File: src/hdl/skyrp_pkg.sv
`timescale 1ns / 1ps

package skyrp_pkg;

   localparam int MAX_SEGMENTS = 64;
   localparam int COORD_BITS   = 13;
   localparam int SEG_IDX_BITS = $clog2(MAX_SEGMENTS);
   localparam int COUNT_BITS   = $clog2(MAX_SEGMENTS + 1);
   localparam int CSR_IDX_BITS = 1;

   localparam logic [CSR_IDX_BITS-1:0] CSR_ATLAS_WIDTH  = 1'b0;
   localparam logic [CSR_IDX_BITS-1:0] CSR_ATLAS_HEIGHT = 1'b1;

   localparam logic [COORD_BITS-1:0] ATLAS_RESET = COORD_BITS'(1024);

   typedef logic [COORD_BITS-1:0] coord_type;
   typedef logic [COUNT_BITS-1:0] count_type;

   typedef struct packed {
      coord_type rect_width;
      coord_type rect_height;
   } req_type;

   typedef struct packed {
      logic      placed;
      coord_type pos_x;
      coord_type pos_y;
   } rsp_type;

   typedef struct packed {
      coord_type seg_start;
      coord_type seg_top;
   } seg_type;

   typedef enum logic [1:0] {
      ADDR_I,
      ADDR_J,
      ADDR_JN,
      ADDR_K
   } addr_sel_type;

   typedef struct packed {
      logic         start_item;
      logic         rd_en;
      addr_sel_type addr_sel;
      logic         outer_take;
      logic         inner_take;
      logic         cand_done;
      logic         trim_init;
      logic         j_inc;
      logic         copy_init;
      logic         copy_write;
      logic         final_write;
      logic         rsp_ok;
      logic         rsp_fail;
   } ctrl_cmd_type;

   typedef struct packed {
      logic i_lt_count;
      logic fits;
      logic j_lt_count;
      logic in_span;
      logic right_ge_edge;
      logic place_ok;
      logic count_ok;
      logic copy_last;
   } dp_status_type;

endpackage

File: src/hdl/skyline_rect_packer_unit.sv
`timescale 1ns / 1ps
// skyline bottom-left rectangle packer
// request: start/busy command channel; an item (rect_width, rect_height) is
// taken at a rising edge with start high and busy low. busy stays high while
// the item is worked on.
// result: rsp_valid is high for exactly one cycle with rsp_item (placed,
// pos_x, pos_y); the receiver cannot stall, so it must take it then.
// busy drops in the same cycle the result is shown, so the next item can be
// started while the result is still on the ports.
// config: csr_we/csr_index/csr_wdata write atlas_width (0) or atlas_height
// (1); write only while busy is low.
// steps: every step is bound by the single read port of the segment memory
// (one registered read per step). each candidate start reads its own segment
// and then the segments inside its span one by one; a start that does not fit
// ends the scan. the end search then reads segment by segment, and each
// segment moved is read and then written back.
// reset: synchronous; the skyline returns to one segment at (0, 0), both
// atlas sizes to 1024, and no result is pending.

module skyline_rect_packer_unit (
   input  logic                                  clock,
   input  logic                                  reset,
   input  logic                                  start,
   output logic                                  busy,
   input  skyrp_pkg::req_type                    req_item,
   output logic                                  rsp_valid,
   output skyrp_pkg::rsp_type                    rsp_item,
   input  logic                                  csr_we,
   input  logic [skyrp_pkg::CSR_IDX_BITS-1:0]    csr_index,
   input  logic [skyrp_pkg::COORD_BITS-1:0]      csr_wdata
);

   skyrp_pkg::ctrl_cmd_type  cmd;
   skyrp_pkg::dp_status_type status;

   skyrp_controller u_ctrl (
      .clock     (clock),
      .reset     (reset),
      .start     (start),
      .busy      (busy),
      .rsp_valid (rsp_valid),
      .status    (status),
      .cmd       (cmd)
   );

   skyrp_datapath u_dp (
      .clock     (clock),
      .reset     (reset),
      .req_item  (req_item),
      .csr_we    (csr_we),
      .csr_index (csr_index),
      .csr_wdata (csr_wdata),
      .cmd       (cmd),
      .status    (status),
      .rsp_item  (rsp_item)
   );

endmodule

File: src/hdl/skyrp_datapath.sv
`timescale 1ns / 1ps

module skyrp_datapath (
   input  logic                                  clock,
   input  logic                                  reset,
   input  skyrp_pkg::req_type                    req_item,
   input  logic                                  csr_we,
   input  logic [skyrp_pkg::CSR_IDX_BITS-1:0]    csr_index,
   input  logic [skyrp_pkg::COORD_BITS-1:0]      csr_wdata,
   input  skyrp_pkg::ctrl_cmd_type               cmd,
   output skyrp_pkg::dp_status_type              status,
   output skyrp_pkg::rsp_type                    rsp_item
);

   localparam int CB = skyrp_pkg::COORD_BITS;
   localparam int NB = skyrp_pkg::COUNT_BITS;
   localparam int AB = skyrp_pkg::SEG_IDX_BITS;

   skyrp_pkg::seg_type   mem [skyrp_pkg::MAX_SEGMENTS];
   skyrp_pkg::seg_type   rd_ff;
   logic                 rd_zero_ff;
   logic                 e0_valid_ff;
   skyrp_pkg::seg_type   rd;

   skyrp_pkg::coord_type aw_ff, ah_ff, w_ff, h_ff;
   skyrp_pkg::coord_type x_ff, top_ff, best_y_ff, best_x_ff;
   logic [CB:0]          span_ff, edge_ff;
   skyrp_pkg::count_type count_ff, i_ff, j_ff, k_ff, best_idx_ff;
   logic                 found_ff;
   skyrp_pkg::rsp_type   rsp_ff;

   skyrp_pkg::count_type jn, rd_idx, dest_idx;
   logic [AB-1:0]        rd_addr, wr_addr;
   skyrp_pkg::seg_type   wr_data;
   logic                 wr_en;
   logic [CB:0]          start_plus_w, place_top;
   logic [NB:0]          count_next;
   logic                 right_shift;

   assign rd = rd_zero_ff ? '0 : rd_ff;
   assign jn = j_ff + 1'b1;
   assign right_shift = (j_ff == best_idx_ff);

   always_comb begin
      case (cmd.addr_sel)
         skyrp_pkg::ADDR_I:  rd_idx = i_ff;
         skyrp_pkg::ADDR_J:  rd_idx = j_ff;
         skyrp_pkg::ADDR_JN: rd_idx = jn;
         skyrp_pkg::ADDR_K:  rd_idx = k_ff;
         default:            rd_idx = i_ff;
      endcase
   end
   assign rd_addr = rd_idx[AB-1:0];

   assign start_plus_w = {1'b0, rd.seg_start} + {1'b0, w_ff};
   assign place_top    = {1'b0, best_y_ff} + {1'b0, h_ff};
   assign count_next   = {1'b0, count_ff} + 1'b1 - ({1'b0, j_ff} - {1'b0, best_idx_ff});
   // segments from j onward move to just after the new one
   assign dest_idx     = k_ff + best_idx_ff + 1'b1 - j_ff;

   always_comb begin
      wr_en   = cmd.copy_write | cmd.final_write;
      wr_addr = cmd.final_write ? best_idx_ff[AB-1:0] : dest_idx[AB-1:0];
      if (cmd.final_write) begin
         wr_data.seg_start = best_x_ff;
         wr_data.seg_top   = place_top[CB-1:0];
      end else begin
         wr_data.seg_start = (k_ff == j_ff) ? edge_ff[CB-1:0] : rd.seg_start;
         wr_data.seg_top   = rd.seg_top;
      end
   end

   always_comb begin
      status.i_lt_count    = (i_ff < count_ff);
      status.fits          = (start_plus_w <= {1'b0, aw_ff});
      status.j_lt_count    = (j_ff < count_ff);
      status.in_span       = ({1'b0, rd.seg_start} < span_ff);
      status.right_ge_edge = (jn < count_ff) ? ({1'b0, rd.seg_start} >= edge_ff)
                                             : ({1'b0, aw_ff} >= edge_ff);
      status.place_ok      = found_ff && (place_top <= {1'b0, ah_ff});
      status.count_ok      = (count_next <= (NB+1)'(skyrp_pkg::MAX_SEGMENTS));
      status.copy_last     = right_shift ? (k_ff == j_ff) : (k_ff == count_ff - 1'b1);
   end

   always_ff @(posedge clock) begin
      if (cmd.rd_en) begin
         rd_ff      <= mem[rd_addr];
         rd_zero_ff <= (rd_addr == '0) && !e0_valid_ff;
      end
      if (wr_en) begin
         mem[wr_addr] <= wr_data;
      end
   end

   always_ff @(posedge clock) begin
      if (reset) begin
         aw_ff       <= skyrp_pkg::ATLAS_RESET;
         ah_ff       <= skyrp_pkg::ATLAS_RESET;
         count_ff    <= NB'(1);
         e0_valid_ff <= 1'b0;
      end else begin
         if (csr_we) begin
            case (csr_index)
               skyrp_pkg::CSR_ATLAS_WIDTH:  aw_ff <= csr_wdata;
               skyrp_pkg::CSR_ATLAS_HEIGHT: ah_ff <= csr_wdata;
               default: ;
            endcase
         end
         if (wr_en && wr_addr == '0) begin
            e0_valid_ff <= 1'b1;
         end
         if (cmd.final_write) begin
            count_ff <= count_next[NB-1:0];
         end
      end
   end

   always_ff @(posedge clock) begin
      if (cmd.start_item) begin
         w_ff      <= req_item.rect_width;
         h_ff      <= req_item.rect_height;
         i_ff      <= '0;
         best_y_ff <= ah_ff;
         found_ff  <= 1'b0;
      end
      if (cmd.outer_take) begin
         x_ff    <= rd.seg_start;
         span_ff <= start_plus_w;
         j_ff    <= i_ff;
         top_ff  <= '0;
      end
      if (cmd.inner_take) begin
         if (rd.seg_top > top_ff) begin
            top_ff <= rd.seg_top;
         end
         j_ff <= jn;
      end
      if (cmd.cand_done) begin
         if (top_ff < best_y_ff) begin
            best_y_ff   <= top_ff;
            best_idx_ff <= i_ff;
            best_x_ff   <= x_ff;
            found_ff    <= 1'b1;
         end
         i_ff <= i_ff + 1'b1;
      end
      if (cmd.trim_init) begin
         j_ff    <= best_idx_ff;
         edge_ff <= {1'b0, best_x_ff} + {1'b0, w_ff};
      end
      if (cmd.j_inc) begin
         j_ff <= jn;
      end
      if (cmd.copy_init) begin
         k_ff <= right_shift ? count_ff - 1'b1 : j_ff;
      end
      if (cmd.copy_write) begin
         k_ff <= right_shift ? k_ff - 1'b1 : k_ff + 1'b1;
      end
      if (cmd.rsp_ok) begin
         rsp_ff.placed <= 1'b1;
         rsp_ff.pos_x  <= best_x_ff;
         rsp_ff.pos_y  <= best_y_ff;
      end
      if (cmd.rsp_fail) begin
         rsp_ff <= '0;
      end
   end

   assign rsp_item = rsp_ff;

   a_count_range: assert property (@(posedge clock) disable iff (reset)
      count_ff != '0 && count_ff <= NB'(skyrp_pkg::MAX_SEGMENTS))
      else $error("segment count out of range");

endmodule

File: src/hdl/skyrp_controller.sv
`timescale 1ns / 1ps

module skyrp_controller (
   input  logic                          clock,
   input  logic                          reset,
   input  logic                          start,
   output logic                          busy,
   output logic                          rsp_valid,
   input  skyrp_pkg::dp_status_type      status,
   output skyrp_pkg::ctrl_cmd_type       cmd
);

   typedef enum logic [3:0] {
      S_IDLE,
      S_OUT_CHK,
      S_OUT_RD,
      S_OUT_EVAL,
      S_IN_CHK,
      S_IN_RD,
      S_IN_EVAL,
      S_CAND,
      S_PLACE_CHK,
      S_TRIM_CHK,
      S_TRIM_RD,
      S_TRIM_EVAL,
      S_CNT_CHK,
      S_COPY_RD,
      S_COPY_WR,
      S_FINAL
   } state_type;

   state_type state_ff, state_in;
   logic      rsp_valid_ff;

   always_comb begin
      cmd      = '0;
      cmd.addr_sel = skyrp_pkg::ADDR_I;
      state_in = state_ff;
      case (state_ff)
         S_IDLE: begin
            if (start) begin
               cmd.start_item = 1'b1;
               state_in = S_OUT_CHK;
            end
         end
         S_OUT_CHK:  state_in = status.i_lt_count ? S_OUT_RD : S_PLACE_CHK;
         S_OUT_RD: begin
            cmd.rd_en = 1'b1;
            cmd.addr_sel = skyrp_pkg::ADDR_I;
            state_in = S_OUT_EVAL;
         end
         S_OUT_EVAL: begin
            if (status.fits) begin
               cmd.outer_take = 1'b1;
               state_in = S_IN_CHK;
            end else begin
               state_in = S_PLACE_CHK;
            end
         end
         S_IN_CHK:   state_in = status.j_lt_count ? S_IN_RD : S_CAND;
         S_IN_RD: begin
            cmd.rd_en = 1'b1;
            cmd.addr_sel = skyrp_pkg::ADDR_J;
            state_in = S_IN_EVAL;
         end
         S_IN_EVAL: begin
            if (status.in_span) begin
               cmd.inner_take = 1'b1;
               state_in = S_IN_CHK;
            end else begin
               state_in = S_CAND;
            end
         end
         S_CAND: begin
            cmd.cand_done = 1'b1;
            state_in = S_OUT_CHK;
         end
         S_PLACE_CHK: begin
            if (status.place_ok) begin
               cmd.trim_init = 1'b1;
               state_in = S_TRIM_CHK;
            end else begin
               cmd.rsp_fail = 1'b1;
               state_in = S_IDLE;
            end
         end
         S_TRIM_CHK: state_in = status.j_lt_count ? S_TRIM_RD : S_CNT_CHK;
         S_TRIM_RD: begin
            cmd.rd_en = 1'b1;
            cmd.addr_sel = skyrp_pkg::ADDR_JN;
            state_in = S_TRIM_EVAL;
         end
         S_TRIM_EVAL: begin
            if (status.right_ge_edge) begin
               state_in = S_CNT_CHK;
            end else begin
               cmd.j_inc = 1'b1;
               state_in = S_TRIM_CHK;
            end
         end
         S_CNT_CHK: begin
            if (!status.count_ok) begin
               cmd.rsp_fail = 1'b1;
               state_in = S_IDLE;
            end else if (status.j_lt_count) begin
               cmd.copy_init = 1'b1;
               state_in = S_COPY_RD;
            end else begin
               state_in = S_FINAL;
            end
         end
         S_COPY_RD: begin
            cmd.rd_en = 1'b1;
            cmd.addr_sel = skyrp_pkg::ADDR_K;
            state_in = S_COPY_WR;
         end
         S_COPY_WR: begin
            cmd.copy_write = 1'b1;
            state_in = status.copy_last ? S_FINAL : S_COPY_RD;
         end
         S_FINAL: begin
            cmd.final_write = 1'b1;
            cmd.rsp_ok = 1'b1;
            state_in = S_IDLE;
         end
         default: state_in = S_IDLE;
      endcase
   end

   always_ff @(posedge clock) begin
      if (reset) begin
         state_ff     <= S_IDLE;
         rsp_valid_ff <= 1'b0;
      end else begin
         state_ff     <= state_in;
         rsp_valid_ff <= cmd.rsp_ok | cmd.rsp_fail;
      end
   end

   assign busy      = (state_ff != S_IDLE);
   assign rsp_valid = rsp_valid_ff;

   a_strobe_single: assert property (@(posedge clock) disable iff (reset)
      rsp_valid |=> !rsp_valid)
      else $error("result strobe longer than one cycle");

   a_done_strobe: assert property (@(posedge clock) disable iff (reset)
      $fell(busy) |-> rsp_valid)
      else $error("item finished without a result");

   a_accept_busy: assert property (@(posedge clock) disable iff (reset)
      (start && !busy) |=> busy)
      else $error("accepted item did not start");

endmodule

File: config.mk
export PLATFORM = sky130hd
export DESIGN_NAME = skyline_rect_packer_unit
export DESIGN_NICKNAME = d
export VERILOG_FILES = /design/src/hdl/skyrp_pkg.sv /design/src/hdl/skyline_rect_packer_unit.sv /design/src/hdl/skyrp_datapath.sv /design/src/hdl/skyrp_controller.sv
export SDC_FILE = /design/constraint.sdc
export NUM_CORES = 2
export LEC_CHECK = 0
export ABC_AREA = 1
export BUFFER_PORTS_ARGS = -buffer_cell sky130_fd_sc_hd__buf_2
export CAP_MARGIN = 20
export CELL_PAD_IN_SITES_DETAIL_PLACEMENT = 1
export CELL_PAD_IN_SITES_GLOBAL_PLACEMENT = 1
export CORE_MARGIN = 1.5
export CORE_UTILIZATION = 50
export DETAILED_ROUTE_END_ITERATION = 8
export PLACE_DENSITY_LB_ADDON = 0.1
export SKIP_LAST_GASP = 1
export SYNTH_ARGS = -nofsm -noshare
export SYNTH_HDL_FRONTEND = slang
export SYNTH_SLANG_ARGS = --single-unit
File: constraint.sdc
create_clock -name clock -period 5.6 [get_ports clock]
set_clock_uncertainty 0.05 [all_clocks]
set_input_delay 0.56 -clock clock [delete_from_list [all_inputs] [get_ports clock]]
set_output_delay 0.56 -clock clock [all_outputs]
set_load 0.005 [all_outputs]
==> flow_metrics.tcl <==
set metrics [dict create \
    syn2layout_area_growth_pct 12.9 \
    synthDistinctLibCells 49 \
    rows 151 \
    critPathLaunch "u_dp.best_y_ff[0]$_DFF_P_" \
    layout-drive-gt1-share 0.0854 \
    synth_area_mm2 0.0857 \
    wl_per_cell_um 27.9 \
    final_core_util 0.570 \
    grt_pass1_vias 64705 \
    outcome "finished clean" \
    grt_pass1_wl_um 433000 \
    path_cells "ha_1 -> inv_1 -> fa_1 -> nor3_1 -> nor2_1 -> o21ai_0 -> nand2_1 -> a21oi_1 -> nand2_1 -> nand2_1 -> inv_1 -> ha_1 -> nand2_1 -> nor3_1 -> nand4_1 -> nand2_1 -> nand4_1 -> inv_1 -> buf_4" \
    setup.worst_path.end_class "flip-flop" \
    power.density_mw_per_mm2 460 \
    wl_um 297000 \
    regToRegEndpoint "u_dp.edge_ff[7]$_DFFE_PP_" \
    grt.total_usage 0.341 \
    post-dp-hpwl_um 181000 \
    tns_ps 0 \
    clk_pin_slew_ps 60 \
    synth.most_common_cell "nand2_1" \
    io_buffers 72 \
    die_width_um 417 \
    synth.yosys.seq_area_share 0.652 \
    vias 63184 \
    p_total_mw 44.5 \
    grt_util_met3 0.0523 \
    nets 8495 \
    ant_nets 0 \
    grt.overflow.total 0 \
    drv_slew 0 \
    gp_congestion 0.898 \
    final_hold_viol_count 0 \
    postSynthCellCount 8137 \
    fin_ws_ps 775 \
    worst_path_largest_cell_delay_ps 500 \
    critPathCapture "u_dp.edge_ff[7]$_DFFE_PP_" \
    hold_path_class "in2reg" \
    min_period_over_period 0.862 \
    pin_count 73 \
    initial_core_util 0.505 \
    cts_tree "done" \
    via_per_inst 5.93 \
    setup_viol 0 \
    synth_warnings 0 \
    async_flop_share 0 \
    drt_first_iter_violations 7016 \
    drcViolationCount 0 \
    fmax_mhz 207 \
    met1_usage 0.468 \
    synth_ff_type "edfxtp_1" \
    worstSetupPathType "reg2reg" \
    synth_edf_count 1799 \
    worst_pin_slew_ps 1120 \
    synthTopCellsByArea "edfxtp_1 (63%), nand2_1 (9.1%), nand3_1 (5.8%)" \
    cts_buffers 202 \
    pre_cts_slack_ps 774 \
    syn_nets 8368 \
    dp_cells 10240 \
    hp-start "csr_wdata[0]" \
    fp.dieArea_mm2 0.174 \
    cts-root-buf "clkbuf_16" \
    cp.arrival_ps 5270 \
    cts_setup_buffers 0 \
    synth_commonest_cells "nand2_1 (2067), edfxtp_1 (1799), nand3_1 (990), inv_1 (889), nor2_1 (593)" \
    htreeDepth 4 \
    busiest_layer "met2" \
    die_h_um 417 \
    grt_max_degree 141 \
    period_needed_ps 4820 \
    worstPathRequired_ps 6040 \
    p_leak_nw 38.3 \
    final_cells 10647 \
    worstRegToRegCells 19 \
    rsz0062_at_grt "false" \
    path_max_fanout 14 \
    dr.pass1.iters 6 \
    yosys.area.top_type "edfxtp_1" \
    antenna_found_initial 12 \
    slew_headroom 0.254 \
    cap_violations 0 \
    r2r_setup_slack_ps 780 \
    clock_path_buffers 3 \
    slowest_stage "nand4_1" \
    clock_latency_ps 870 \
    synth_top_area_frac 0.630 \
    crit_top_cell "nand2_1" \
    grt_use_met2 0.532 \
    ys_seq_elements 1892 \
    clock_sinks 1892 \
    design.core.area_mm2 0.170 \
    cp-start-kind "flip-flop" \
    max-vdd-ir-drop_mv 0.350 \
    r2r_start "u_dp.best_y_ff[0]$_DFF_P_" \
    avgSynthCellArea_um2 10.5 \
]
area by class of cell:
type                    count  area [um2]
diodes                      5        12.5
clock buffers             260        5420
clock inverters           104        1030
fillers                 17869       73100
inverters                 900        3390
multi-input cells        4922       25200
flip-flops and latches   1892       55900
well taps                2218        2780
repair buffers            346        3100
sequential cells by signal, indices dropped and copies added (netlist names):
register,cells
u_dp.span_ff,14
u_ctrl.rsp_valid,1
u_dp.j_ff,7
u_dp.i_ff,7
u_dp.h_ff,13
u_dp.best_idx_ff,7
u_dp.found_ff,1
u_dp.mem,1664
u_dp.x_ff,13
u_dp.rsp_item,27
u_dp.e0_valid_ff,1
u_ctrl.state_ff,4
u_dp.edge_ff,14
u_dp.best_x_ff,13
u_dp.aw_ff,13
u_dp.rd_ff,26
u_dp.w_ff,13
u_dp.best_y_ff,13
u_dp.ah_ff,13
u_dp.rd_zero_ff,1
u_dp.top_ff,13
u_dp.count_ff,7
u_dp.k_ff,7
cell usage in the layout, fill, tap and decap left out, drive strengths merged, types with 2 or more instances in the layout:
cell / count
nand3b: 323
inv: 907
a22oi: 2
a211oi: 17
bufinv: 14
diode: 5
clkbuf: 260
clkinvlp: 5
buf: 309
o22ai: 28
nor2: 596
or2: 19
nand4: 22
ha: 171
o21bai: 6
fa: 16
o31ai: 5
nor3b: 2
dlygate4sd3: 37
a21oi: 206
nor4: 6
nor3: 20
dfxtp: 93
o211ai: 140
xnor2: 19
o21a: 6
xor2: 43
nand2: 2073
edfxtp: 1799
clkinv: 78
a31oi: 2
o21ai: 201
a21boi: 2
nand3: 990
cell families (layout without fill, tap and decap cells):
kind of cell | count (synthesis) | in the layout | synth area share
AND/OR/NAND/NOR | 4052 | 4052 | 0.208
flip-flops | 1892 | 1892 | 0.652
buffers and inverters | 1323 | 1610 | 0.0623
AO/OA/AOI/OAI | 620 | 620 | 0.0423
adder cells (fa/ha/maj) | 187 | 187 | 0.0287
XOR/XNOR | 63 | 63 | 0.00660
other | 0 | 5 | 0
worst max-delay path, delay by kind of cell (launching register included):
kind                       cells  cell delay, ps
and+or+nand+nor               10            1760
DFF                            1             370
AOI/OAI and AO/OA              2             440
buffers and inverters          4             870
adders and majority gates      3             980
repair_timing:
item / 4_1_cts / 5_1_grt
resized for setup: 0 / 0
endpoints found under the hold margin: 39 / 0
hold buffers: 37 / 0
setup endpoints to repair: 0 / 0
per-layer routing:
metal,vias to the layer above,part of all wire
li1,27833,-
met1,32076,0.41
met2,2714,0.46
met3,553,0.079
met4,8,0.052
met5,-,0.00016
through the flow:
step / hold WS (ps) / cell area [um2]
2_1_floorplan: 350 / 85700
3_3_place_gp: 354 / 89900
3_5_place_dp: 356 / 89900
4_1_cts: 9.07 / 96700
5_1_grt: 69.7 / 96700
6_report: 66.2 / 96700
worst min path at each step:
| stage | endpoint | cells past startpoint |
|---|---|---|
| 3_5_place_dp | u_dp.best_x_ff[7]$_DFFE_PP_ | 0 |
| 4_1_cts | u_dp.aw_ff[10]$_SDFFE_PP1P_ | 3 |
| 3_3_place_gp | u_dp.best_x_ff[3]$_DFFE_PP_ | 0 |
| 2_1_floorplan | u_dp.best_x_ff[0]$_DFFE_PP_ | 0 |
| 6_report | u_dp.ah_ff[0]$_SDFFE_PP0P_ | 3 |
| 5_1_grt | u_dp.ah_ff[0]$_SDFFE_PP0P_ | 3 |
where the power goes:
group | internal [mW] | switching [mW]
registers | 16.5 | 0.260
logic | 3.64 | 10.9
clock network | 7.47 | 5.76
No activity file was read; power rests on OpenSTA's default activity.
